===== src/shp_pkg.sv =====
package shp_pkg;

  // entries of the character queue between front and back
  localparam int QUEUE_DEPTH = 4;

  typedef enum logic [2:0] {
    PH_PREFIX,
    PH_TRIM,
    PH_N1LEAD,
    PH_N1DIG,
    PH_N2LEAD,
    PH_N2DIG,
    PH_DATA,
    PH_DONE
  } phase_t;

  typedef enum logic {
    KIND_HEADER = 1'b0,
    KIND_DATA   = 1'b1
  } kind_t;

  // one classified character
  typedef struct packed {
    logic       start;
    logic       ws;
    logic       dec;
    logic       plus;
    logic       minus;
    logic       comma;
    logic       space;
    logic [3:0] lead_hit;
    logic [3:0] nib;
  } token_t;

endpackage


===== src/sprite_hex_text_parser.sv =====
// channel   direction  handshake           payload
// in        input      in_valid/in_stall   in_ch[7:0], in_start_req
// out       output     out_valid/out_stall out_kind, out_value[7:0],
//                                          out_frame_count[7:0], out_last
//
// one character per clock sustained while in_stall is low; an accepted character is
// written into the queue, then the parse step takes it into the result register
// the parse step handles one queued character per cycle, held back only while
// an unread result sits in the output register
// reset is synchronous on rst_n: clears queue, parser state and out_valid
// in_stall rises only when the character queue is full
module sprite_hex_text_parser #(
  parameter int Q_DEPTH = shp_pkg::QUEUE_DEPTH
) (
  input  logic       clk,
  input  logic       rst_n,
  input  logic       in_valid,
  input  logic [7:0] in_ch,
  input  logic       in_start_req,
  output logic       in_stall,
  output logic       out_valid,
  output logic       out_kind,
  output logic [7:0] out_value,
  output logic [7:0] out_frame_count,
  output logic       out_last,
  input  logic       out_stall
);
  import shp_pkg::*;

  // classified character stream between front and back
  logic   push, q_full, tok_valid, pop;
  token_t push_token, tok;

  // front: classify each character (whitespace, digit, sign, hex nibble,
  // match against each letter of the lead word) as it is accepted
  shp_front u_front (
    .in_valid     (in_valid),
    .in_ch        (in_ch),
    .in_start_req (in_start_req),
    .in_stall     (in_stall),
    .q_full       (q_full),
    .push         (push),
    .push_token   (push_token)
  );

  // short queue so a stalled result does not stall the character source
  shp_fifo #(
    .DEPTH (Q_DEPTH)
  ) u_fifo (
    .clk        (clk),
    .rst_n      (rst_n),
    .push       (push),
    .push_token (push_token),
    .full       (q_full),
    .tok_valid  (tok_valid),
    .tok        (tok),
    .pop        (pop)
  );

  // back: parse state machine, header numbers, byte countdown and the
  // registered result transaction
  shp_back u_back (
    .clk             (clk),
    .rst_n           (rst_n),
    .tok_valid       (tok_valid),
    .tok             (tok),
    .pop             (pop),
    .out_valid       (out_valid),
    .out_kind        (out_kind),
    .out_value       (out_value),
    .out_frame_count (out_frame_count),
    .out_last        (out_last),
    .out_stall       (out_stall)
  );

endmodule


===== src/shp_front.sv =====
module shp_front (
  input  logic            in_valid,
  input  logic [7:0]      in_ch,
  input  logic            in_start_req,
  output logic            in_stall,
  input  logic            q_full,
  output logic            push,
  output shp_pkg::token_t push_token
);
  import shp_pkg::*;

  localparam logic [7:0] CH_SPACE = 8'h20;
  localparam logic [7:0] CH_COMMA = 8'h2C;
  localparam logic [7:0] CH_PLUS  = 8'h2B;
  localparam logic [7:0] CH_MINUS = 8'h2D;
  localparam logic [7:0] LEAD_WORD [4] = '{8'h61, 8'h6E, 8'h69, 8'h6D};

  // hex digit value, anything else reads as zero
  function automatic logic [3:0] hex_nib(input logic [7:0] c);
    logic [3:0] v;
    v = 4'd0;
    if (c >= 8'h30 && c <= 8'h39) begin
      v = c[3:0];
    end else if ((c >= 8'h61 && c <= 8'h66) || (c >= 8'h41 && c <= 8'h46)) begin
      v = 4'(c[3:0] + 4'd9);
    end
    return v;
  endfunction

  assign in_stall = q_full;
  assign push     = in_valid && !q_full;

  always_comb begin
    push_token.start = in_start_req;
    push_token.ws    = (in_ch == CH_SPACE) || (in_ch >= 8'h09 && in_ch <= 8'h0D);
    push_token.dec   = (in_ch >= 8'h30 && in_ch <= 8'h39);
    push_token.plus  = (in_ch == CH_PLUS);
    push_token.minus = (in_ch == CH_MINUS);
    push_token.comma = (in_ch == CH_COMMA);
    push_token.space = (in_ch == CH_SPACE);
    for (int i = 0; i < 4; i++) begin
      push_token.lead_hit[i] = (in_ch == LEAD_WORD[i]);
    end
    push_token.nib = hex_nib(in_ch);
  end

endmodule


===== src/shp_fifo.sv =====
module shp_fifo #(
  parameter int DEPTH = shp_pkg::QUEUE_DEPTH
) (
  input  logic            clk,
  input  logic            rst_n,
  input  logic            push,
  input  shp_pkg::token_t push_token,
  output logic            full,
  output logic            tok_valid,
  output shp_pkg::token_t tok,
  input  logic            pop
);
  import shp_pkg::*;

  localparam int PTR_W = (DEPTH > 1) ? $clog2(DEPTH) : 1;
  localparam int CNT_W = $clog2(DEPTH + 1);
  localparam logic [PTR_W-1:0] PTR_LAST = PTR_W'(DEPTH - 1);
  localparam logic [CNT_W-1:0] CNT_FULL = CNT_W'(DEPTH);

  token_t           mem_r [DEPTH];
  logic [PTR_W-1:0] wr_ptr_r, wr_ptr_nxt;
  logic [PTR_W-1:0] rd_ptr_r, rd_ptr_nxt;
  logic [CNT_W-1:0] count_r, count_nxt;

  assign full      = (count_r == CNT_FULL);
  assign tok_valid = (count_r != '0);
  assign tok       = mem_r[rd_ptr_r];

  always_comb begin
    wr_ptr_nxt = wr_ptr_r;
    rd_ptr_nxt = rd_ptr_r;
    count_nxt  = count_r;
    if (push) begin
      wr_ptr_nxt = (wr_ptr_r == PTR_LAST) ? '0 : PTR_W'(wr_ptr_r + 1'b1);
    end
    if (pop) begin
      rd_ptr_nxt = (rd_ptr_r == PTR_LAST) ? '0 : PTR_W'(rd_ptr_r + 1'b1);
    end
    if (push && !pop) begin
      count_nxt = CNT_W'(count_r + 1'b1);
    end else if (pop && !push) begin
      count_nxt = CNT_W'(count_r - 1'b1);
    end
  end

  always_ff @(posedge clk) begin
    if (!rst_n) begin
      wr_ptr_r <= '0;
      rd_ptr_r <= '0;
      count_r  <= '0;
    end else begin
      wr_ptr_r <= wr_ptr_nxt;
      rd_ptr_r <= rd_ptr_nxt;
      count_r  <= count_nxt;
    end
  end

  always_ff @(posedge clk) begin
    if (push) begin
      mem_r[wr_ptr_r] <= push_token;
    end
  end

endmodule


===== src/shp_back.sv =====
module shp_back (
  input  logic            clk,
  input  logic            rst_n,
  input  logic            tok_valid,
  input  shp_pkg::token_t tok,
  output logic            pop,
  output logic            out_valid,
  output logic            out_kind,
  output logic [7:0]      out_value,
  output logic [7:0]      out_frame_count,
  output logic            out_last,
  input  logic            out_stall
);
  import shp_pkg::*;

  phase_t      phase_r, phase_nxt, cur_phase, num_phase, num_nxt;
  logic [1:0]  pm_r, pm_nxt, cur_pm;
  logic [7:0]  acc_r, acc_nxt, cur_acc;
  logic        neg_r, neg_nxt, cur_neg;
  logic [7:0]  width_r, width_nxt, cur_width;
  logic [15:0] bytes_r, bytes_nxt, cur_bytes, bytes_dec;
  logic [3:0]  hi_r, hi_nxt, cur_hi;
  logic        pend_r, pend_nxt, cur_pend;

  logic        take, go, prefix_hit, num_path, num_lead, num_first, sep;
  logic        hdr_empty, data_now, data_last, emit;
  logic [7:0]  sep_val;
  logic [15:0] total;
  logic        res_kind, res_last;
  logic [7:0]  res_value, res_fc;
  logic        out_valid_r;

  assign take = !out_valid_r || !out_stall;
  assign pop  = tok_valid && take;
  assign go   = pop;

  // a start flag clears the parser before its character is looked at
  assign cur_phase = tok.start ? PH_PREFIX : phase_r;
  assign cur_pm    = tok.start ? 2'd0  : pm_r;
  assign cur_acc   = tok.start ? 8'd0  : acc_r;
  assign cur_neg   = tok.start ? 1'b0  : neg_r;
  assign cur_width = tok.start ? 8'd0  : width_r;
  assign cur_bytes = tok.start ? 16'd0 : bytes_r;
  assign cur_hi    = tok.start ? 4'd0  : hi_r;
  assign cur_pend  = tok.start ? 1'b0  : pend_r;

  assign prefix_hit = tok.lead_hit[cur_pm];

  always_comb begin
    case (cur_phase)
      PH_PREFIX: num_path = !prefix_hit;
      PH_TRIM:   num_path = !tok.ws && !tok.comma;
      PH_N1LEAD, PH_N1DIG, PH_N2LEAD, PH_N2DIG: num_path = 1'b1;
      default:   num_path = 1'b0;
    endcase
  end

  assign num_phase = (cur_phase == PH_PREFIX || cur_phase == PH_TRIM) ? PH_N1LEAD : cur_phase;
  assign num_lead  = (num_phase == PH_N1LEAD) || (num_phase == PH_N2LEAD);
  assign num_first = (num_phase == PH_N1LEAD) || (num_phase == PH_N1DIG);
  assign sep       = num_path
                     && !(num_lead && (tok.ws || tok.plus || tok.minus || tok.dec))
                     && !(!num_lead && tok.dec);
  assign sep_val   = cur_neg ? 8'(8'd0 - cur_acc) : cur_acc;
  assign total     = cur_width * sep_val;
  assign hdr_empty = (cur_width == 8'd0) || (sep_val == 8'd0);
  assign data_now  = (cur_phase == PH_DATA) && cur_pend;
  assign bytes_dec = (cur_bytes != 16'd0) ? 16'(cur_bytes - 16'd1) : cur_bytes;
  assign data_last = (bytes_dec == 16'd0);
  assign emit      = (sep && !num_first) || data_now;

  // phase after a number character
  always_comb begin
    if (sep) begin
      num_nxt = num_first ? PH_N2LEAD : (hdr_empty ? PH_DONE : PH_DATA);
    end else if (num_lead && (tok.plus || tok.minus || tok.dec)) begin
      num_nxt = (num_phase == PH_N1LEAD) ? PH_N1DIG : PH_N2DIG;
    end else begin
      num_nxt = num_phase;
    end
  end

  always_comb begin
    unique case (cur_phase)
      PH_PREFIX: begin
        if (prefix_hit) begin
          phase_nxt = (cur_pm == 2'd3) ? PH_TRIM : PH_PREFIX;
        end else begin
          phase_nxt = num_nxt;
        end
      end
      PH_TRIM: begin
        if (tok.ws) begin
          phase_nxt = PH_TRIM;
        end else if (tok.comma) begin
          phase_nxt = PH_N1LEAD;
        end else begin
          phase_nxt = num_nxt;
        end
      end
      PH_N1LEAD, PH_N1DIG, PH_N2LEAD, PH_N2DIG: phase_nxt = num_nxt;
      PH_DATA: phase_nxt = (data_now && data_last) ? PH_DONE : PH_DATA;
      PH_DONE: phase_nxt = PH_DONE;
      default: phase_nxt = PH_PREFIX;
    endcase
  end

  always_comb begin
    pm_nxt    = (cur_phase == PH_PREFIX && prefix_hit) ? 2'(cur_pm + 2'd1) : 2'd0;
    acc_nxt   = cur_acc;
    neg_nxt   = cur_neg;
    width_nxt = cur_width;
    bytes_nxt = cur_bytes;
    hi_nxt    = cur_hi;
    pend_nxt  = cur_pend;
    res_kind  = KIND_DATA;
    res_value = {cur_hi, tok.nib};
    res_fc    = 8'd0;
    res_last  = data_last;
    if (num_path) begin
      if (sep) begin
        acc_nxt = 8'd0;
        neg_nxt = 1'b0;
        if (num_first) begin
          width_nxt = sep_val;
        end else begin
          bytes_nxt = total;
          pend_nxt  = 1'b0;
          hi_nxt    = 4'd0;
        end
        res_kind  = KIND_HEADER;
        res_value = cur_width;
        res_fc    = sep_val;
        res_last  = hdr_empty;
      end else if (num_lead) begin
        if (tok.plus || tok.minus) begin
          neg_nxt = tok.minus;
        end else if (tok.dec) begin
          acc_nxt = {4'd0, tok.nib};
        end
      end else begin
        // times ten as two shifts, modulo 256
        acc_nxt = 8'((cur_acc << 3) + (cur_acc << 1) + {4'd0, tok.nib});
      end
    end else if (cur_phase == PH_DATA) begin
      if (!cur_pend) begin
        if (!(tok.space || tok.comma)) begin
          hi_nxt   = tok.nib;
          pend_nxt = 1'b1;
        end
      end else begin
        hi_nxt    = 4'd0;
        pend_nxt  = 1'b0;
        bytes_nxt = bytes_dec;
      end
    end
  end

  always_ff @(posedge clk) begin
    if (!rst_n) begin
      phase_r     <= PH_PREFIX;
      pm_r        <= 2'd0;
      acc_r       <= 8'd0;
      neg_r       <= 1'b0;
      width_r     <= 8'd0;
      bytes_r     <= 16'd0;
      hi_r        <= 4'd0;
      pend_r      <= 1'b0;
      out_valid_r <= 1'b0;
    end else begin
      if (go) begin
        phase_r <= phase_nxt;
        pm_r    <= pm_nxt;
        acc_r   <= acc_nxt;
        neg_r   <= neg_nxt;
        width_r <= width_nxt;
        bytes_r <= bytes_nxt;
        hi_r    <= hi_nxt;
        pend_r  <= pend_nxt;
      end
      if (go && emit) begin
        out_valid_r <= 1'b1;
      end else if (!out_stall) begin
        out_valid_r <= 1'b0;
      end
    end
  end

  always_ff @(posedge clk) begin
    if (go && emit) begin
      out_kind        <= res_kind;
      out_value       <= res_value;
      out_frame_count <= res_fc;
      out_last        <= res_last;
    end
  end

  assign out_valid = out_valid_r;

endmodule


===== config.mk =====
export PLATFORM = sky130hd
export DESIGN_NAME = sprite_hex_text_parser
export DESIGN_NICKNAME = d
export VERILOG_FILES = /design/src/shp_pkg.sv /design/src/sprite_hex_text_parser.sv /design/src/shp_front.sv /design/src/shp_fifo.sv /design/src/shp_back.sv
export SDC_FILE = /design/constraint.sdc
export NUM_CORES = 1
export LEC_CHECK = 0
export ABC_AREA = 1
export BUFFER_PORTS_ARGS = -buffer_cell sky130_fd_sc_hd__buf_2
export CORE_MARGIN = 8
export CORE_UTILIZATION = 60
export DETAILED_ROUTE_END_ITERATION = 8
export PLACE_DENSITY = 0.77
export SLEW_MARGIN = 10
export SYNTH_ARGS = -nofsm -noshare
export SYNTH_HDL_FRONTEND = slang
export SYNTH_SLANG_ARGS = --single-unit

===== constraint.sdc =====
create_clock -name clk -period 15.9 [get_ports clk]
set_clock_uncertainty 0.2 [all_clocks]
set_input_delay 3.18 -clock clk [delete_from_list [all_inputs] [get_ports clk]]
set_output_delay 3.18 -clock clk [all_outputs]
set_load 0.02 [all_outputs]

== After elaboration in Yosys (flattened, before gate mapping) ==
Memories as Yosys holds them, arrays and structs flattened. A register that Yosys moved wholly into a read port is not among the register bits.
Cells that the tools add are included.

* Register bits after elaboration: 69
* Memory bits (writable): 60
* Bits of input ports: 13
* Output and inout bits: 20
* Word-level logic and storage cells: 186
* Memories kept: 1

* Add/sub/neg operators: 10
* Multipliers: 1
* Order comparisons: 9
* Eq/ne operators: 23
* Mux-type cells: 72
* Reduce and logical (&&, ||, !) cells: 54

{| class="wikitable"
|+ Memories
! name !! words !! width !! read ports !! clocked after Yosys merged registers in !! wr ports !! line !! text
|-
| u_fifo.mem_r || 4 || 15 || 1 || 1 || 1 || shp_fifo.sv:20 || <nowiki>token_t mem_r [DEPTH];</nowiki>
|}

{| class="wikitable"
|+ Operator list
! operator !! count
|-
| $mux 16 || 7
|-
| $mux 8 || 13
|-
| $mux 4 || 9
|-
| $mux 3 || 11
|-
| $eq 8x6->1 const B || 4
|-
| $eq 8x7->1 const B || 4
|-
| $mux 1 || 23
|-
| $logic_and 1x1->1 || 19
|-
| $eq 3x3->1 const B || 6
|-
| $ge 8x7->1 const B || 2
|-
| $le 8x7->1 const B || 2
|-
| $logic_not 16->1 || 1
|-
| $logic_not 8->1 || 2
|-
| $mul 8x8->16 || 1
|-
| $reduce_bool 16->1 || 1
|-
| $sub 16x1->16 const B || 1
|-
| $pmux 3 s5 || 1
|-
| $logic_or 1x1->1 || 14
|-
| $eq 3x2->1 const B || 4
|-
| $logic_not 1->1 || 12
|-
| $mux 2 || 6
|-
| $add 8x4->8 || 1
|-
| $add 8x8->8 || 1
|-
| $ge 8x4->1 const B || 1
|-
| 19 further kinds || 23
|}

== Longest topological paths before layout ==
* Depth after elaboration: 14
* Mapped depth: 37
* Mapped depth without buffers: 34

== By module ==
Synthesis repeated with hierarchy kept, for this count alone.

* Cell total of the unflattened synthesis: 1290
* Area, all modules: 10039.6 um^2

{| class="wikitable"
|+ By module, submodules not included
! module !! times used !! cells an instance !! area each (um^2) !! seq. area each (um^2)
|-
| shp_back || 1 || 1012 || 6851.6 || 1421.4
|-
| shp_fifo || 1 || 205 || 2806.4 || 1981.9
|-
| shp_front || 1 || 73 || 381.6 || 0.0
|}

== Least setup slack after synthesis ==
Ideal clock, no wire load.

* Kind: reg2reg
* Start point: register (tool-made name)
* End point: register u_back.bytes_r[14]
* Setup time: 0.120 ns
* Data arrival time: 5.898 ns
* Data required time: 15.580 ns
* Path slack: 9.682 ns
* Cell stages (with the launch flop): 36
* Path buffers: 3
* Period minus slack after synthesis: 6.218 ns
* Cells stage by stage: dfxtp_1 -> inv_2 -> buf_6 -> nand2_2 -> nand3_2 -> nand2_2 -> buf_6 -> buf_6 -> inv_2 -> nor2_1 -> clkinv_1 -> ha_1 -> inv_1 -> o311ai_1 -> nand3_1 -> nand2_2 -> inv_1 -> nand2_1 -> fa_1 -> fa_1 -> inv_1 -> fa_1 -> inv_1 -> fa_1 -> inv_1 -> ha_1 -> a21o_1 -> o21ai_0 -> o2111a_1 -> inv_1 -> nand2_1 -> nand2_1 -> a21oi_1 -> a21oi_1 -> o21ai_0 -> a21oi_1

{| class="wikitable"
|+ RTL lines
! element !! line !! text
|-
| to (signal assigned) || shp_back.sv:177 || <nowiki>bytes_r <= bytes_nxt;</nowiki>
|-
| to (decl) || shp_back.sv:21 || <nowiki>logic [15:0] bytes_r, bytes_nxt, cur_bytes, bytes_dec;</nowiki>
|}

==> metrics.csv <==
stage;metric;value;unit
timing;rsz0062_at_grt;no;
synth;synth_area_leader_cell;edfxtp_1;
cts;clkSinkCount;131;
cells_and_area;nets;1368;
timing;fmax;0.131;GHz
synth;synth_top_cell_area_share;0.241;
route;drtAntennaViolNets;0;
placement;pre_cts_ws;8.41;ns
status;status;complete, no violations;
cells_and_area;drive_above_1_share;0.0914;
synth;synthArstFlopShare;0;
die;fp-row-count;46;
timing;worst_pin_slew;1.15;ns
synth;synth-edff-count;78;
cells_and_area;n_fill_cell;1311;
cts;clock_latency;0.43;ns
timing;tns;0;ns
cts;holdBufCountCts;0;
hold_path;worstHoldPathType;reg -> reg;
synth;syn_area_per_cell;7.81;um^2
run;maxCapViolCount;0;
route;wire_per_inst;17.0;um
cts;clock_path_buffers;2;
critical_path;crit_slowest_cell;fa_1;
timing;post-route-period-util;0.479;
synth;synth-seq-area-share;0.351;
synth;synth_cells;1242;
timing;relSlewSlack;0.236;
critical_path;critical_path.max_fanout;56;
critical_path;cp_common_cell;inv_1;
critical_path;start_kind;flop;
route;vias_per_cell;5.85;
grt;grt.busiest_layer;met2;
die;dieWidth;143;um
synth;synth_cell_type_count;53;
grt;gr-total-overflow;0;
cts;post_cts_buffers;0;
grt;grt_pass1_wl;41100;um
grt;grt.met2_usage;0.413;
cts;cts_resized;0;
grt;grt_pass1_vias;8319;
grt;grt_util_met3;0.0518;
route;first_iter_violations;911;
critical_path;crit_buf_inv;10;
grt;groute.usage.overall;0.257;
cells_and_area;utilization;0.668;
route;dr.pass1.iters;5;
timing;hold_viol_final;0;
die;core-area;15800;um^2
critical_path;crit_type;reg -> reg;
die;die_area;20500;um^2
die;initial_utilization;0.613;
synth;syn_area;9700;um^2
timing;timing.final.crit_period;7.62;ns
power;ir_worst_vdd;0.0000962;V
power;power_density;186;nW/um^2
cells_and_area;syn_to_final_growth;9.00;%
synth;yosysMostFrequentCell;nand2_1;
placement;place_congestion;0.914;
cts;cts_buffers;17;
critical_path;reg2reg_slack;8.28;ns
grt;use_met1;0.320;
cells_and_area;n_antenna_cell;0;
die;ios;33;
synth;yosysWarnings;0;
synth;synth.area.top_cells;edfxtp_1 (24%), dfxtp_1 (11%), nand2_1 (9.3%), fa_1 (8.0%), ha_1 (7.7%);
critical_path;endpoint_kind;flop;
route;drt_wl_total;25300;um
grt;grt_max_degree;58;
route;num_vias;8681;
power;p_leak;0.00493;uW
synth;synthTopCellsByCount;nand2_1 (240), inv_1 (173), nor2_1 (145);
critical_path;cp.arrival;7.74;ns
timing;fin_ws;8.28;ns
placement;place_hpwl;17800;um
grt;antenna_found_initial;0;
die;die_h;143;um
timing;maxSlewViolCount;0;
hold_path;hold_start;u_back.width_r[2];
route;drc_errors;0;
cts;tritoncts;yes;
critical_path;crit_family;adder cells;
critical_path;critical_path.max_stage_delay;0.55;ns
cts;root_buffer;clkbuf_16;
placement;io_buffers;32;
synth;syn-num-nets;1354;
critical_path;cp.required;16.02;ns
synth;synth_seq_cells;131;
cts;clk_pin_slew;0.07;ns
cts;h-tree-depth;4;
synth;synthFlopType;edfxtp_1;
timing;finalSetupViolCount;0;
placed cells by master (no fill, tap or decap), types with 8 or more instances in the layout:
master	instances
a31oi_1	17
clkbuf_16	17
inv_2	15
dfxtp_1	53
nand3_1	57
nand2_1	240
o22ai_1	11
nand4_1	8
nor3_1	15
o21ai_1	10
xor2_1	16
buf_2	32
o211ai_1	22
inv_1	173
fa_1	39
o21ai_0	111
edfxtp_1	78
nand2_2	12
ha_1	60
a21oi_1	57
nor2_1	142
layout make-up:
cell class	instances	area [um^2]	area share
Timing Repair Buffer	38	205	0.0194
Inverter	189	709	0.0671
Tap cell	216	270	0.0256
Clock buffer	18	429	0.0406
Sequential cell	131	3400	0.322
Clock inverter	14	188	0.0177
Multi-Input combinational cell	879	5370	0.508
where the power goes:
group,internal [uW],switching [uW]
combinational,303,755
clock,251,166
sequential,436,57.9
tightest hold or removal path, cell delays in order (launching register included):
cell and delay [ns]:
dfxtp_1 0.32, nand2_1 0.06, a21oi_1 0.05
stage by stage:
stage | std cells | area, um^2 | hold slack, ns | power (uW)
after floorplan | 1242 | 9700 | 0.253 | 1290
after CTS | 1485 | 10600 | 0.285 | 1950
final | 1485 | 10600 | 0.286 | 1970
after detailed placement | 1453 | 9960 | 0.275 | 1520
after global placement | 1453 | 9960 | 0.266 | 1510
after global routing | 1485 | 10600 | 0.324 | 2100
metal layers:
layer / vias up / part of all wire / routed length, um
met5: - / 0 / 0
met4: 0 / 0.038 / 964
met3: 79 / 0.085 / 2150
met2: 417 / 0.46 / 11700
met1: 4009 / 0.41 / 10500
li1: 4176 / - / -
worst paths after layout:
check                                     endpoint  depth (start not counted)
worst min register to register   u_back.width_r[2]                          2
worst min-delay path             u_back.width_r[2]                          2
worst max-delay path            u_back.bytes_r[14]                         32
worst max register to register  u_back.bytes_r[14]                         32
logic make-up after synthesis:
logic type	count (synthesis)	synth area share
compound gates	269	0.164
xor+xnor	19	0.0172
fa+ha+maj	99	0.158
buf+inv	232	0.0974
flops	131	0.351
simple gates	492	0.213
registers in the layout, summed over array words and instances (netlist names), 3 cells and up, named ones only:
register                cells
u_back.acc_r                8
u_back.out_frame_count      8
u_fifo.mem_r               60
u_back.width_r              8
u_back.phase_r              3
u_fifo.count_r              3
u_back.bytes_r             16
u_back.out_value            8
u_back.hi_r                 4
Note: power is estimated with default switching activity, not from simulation.
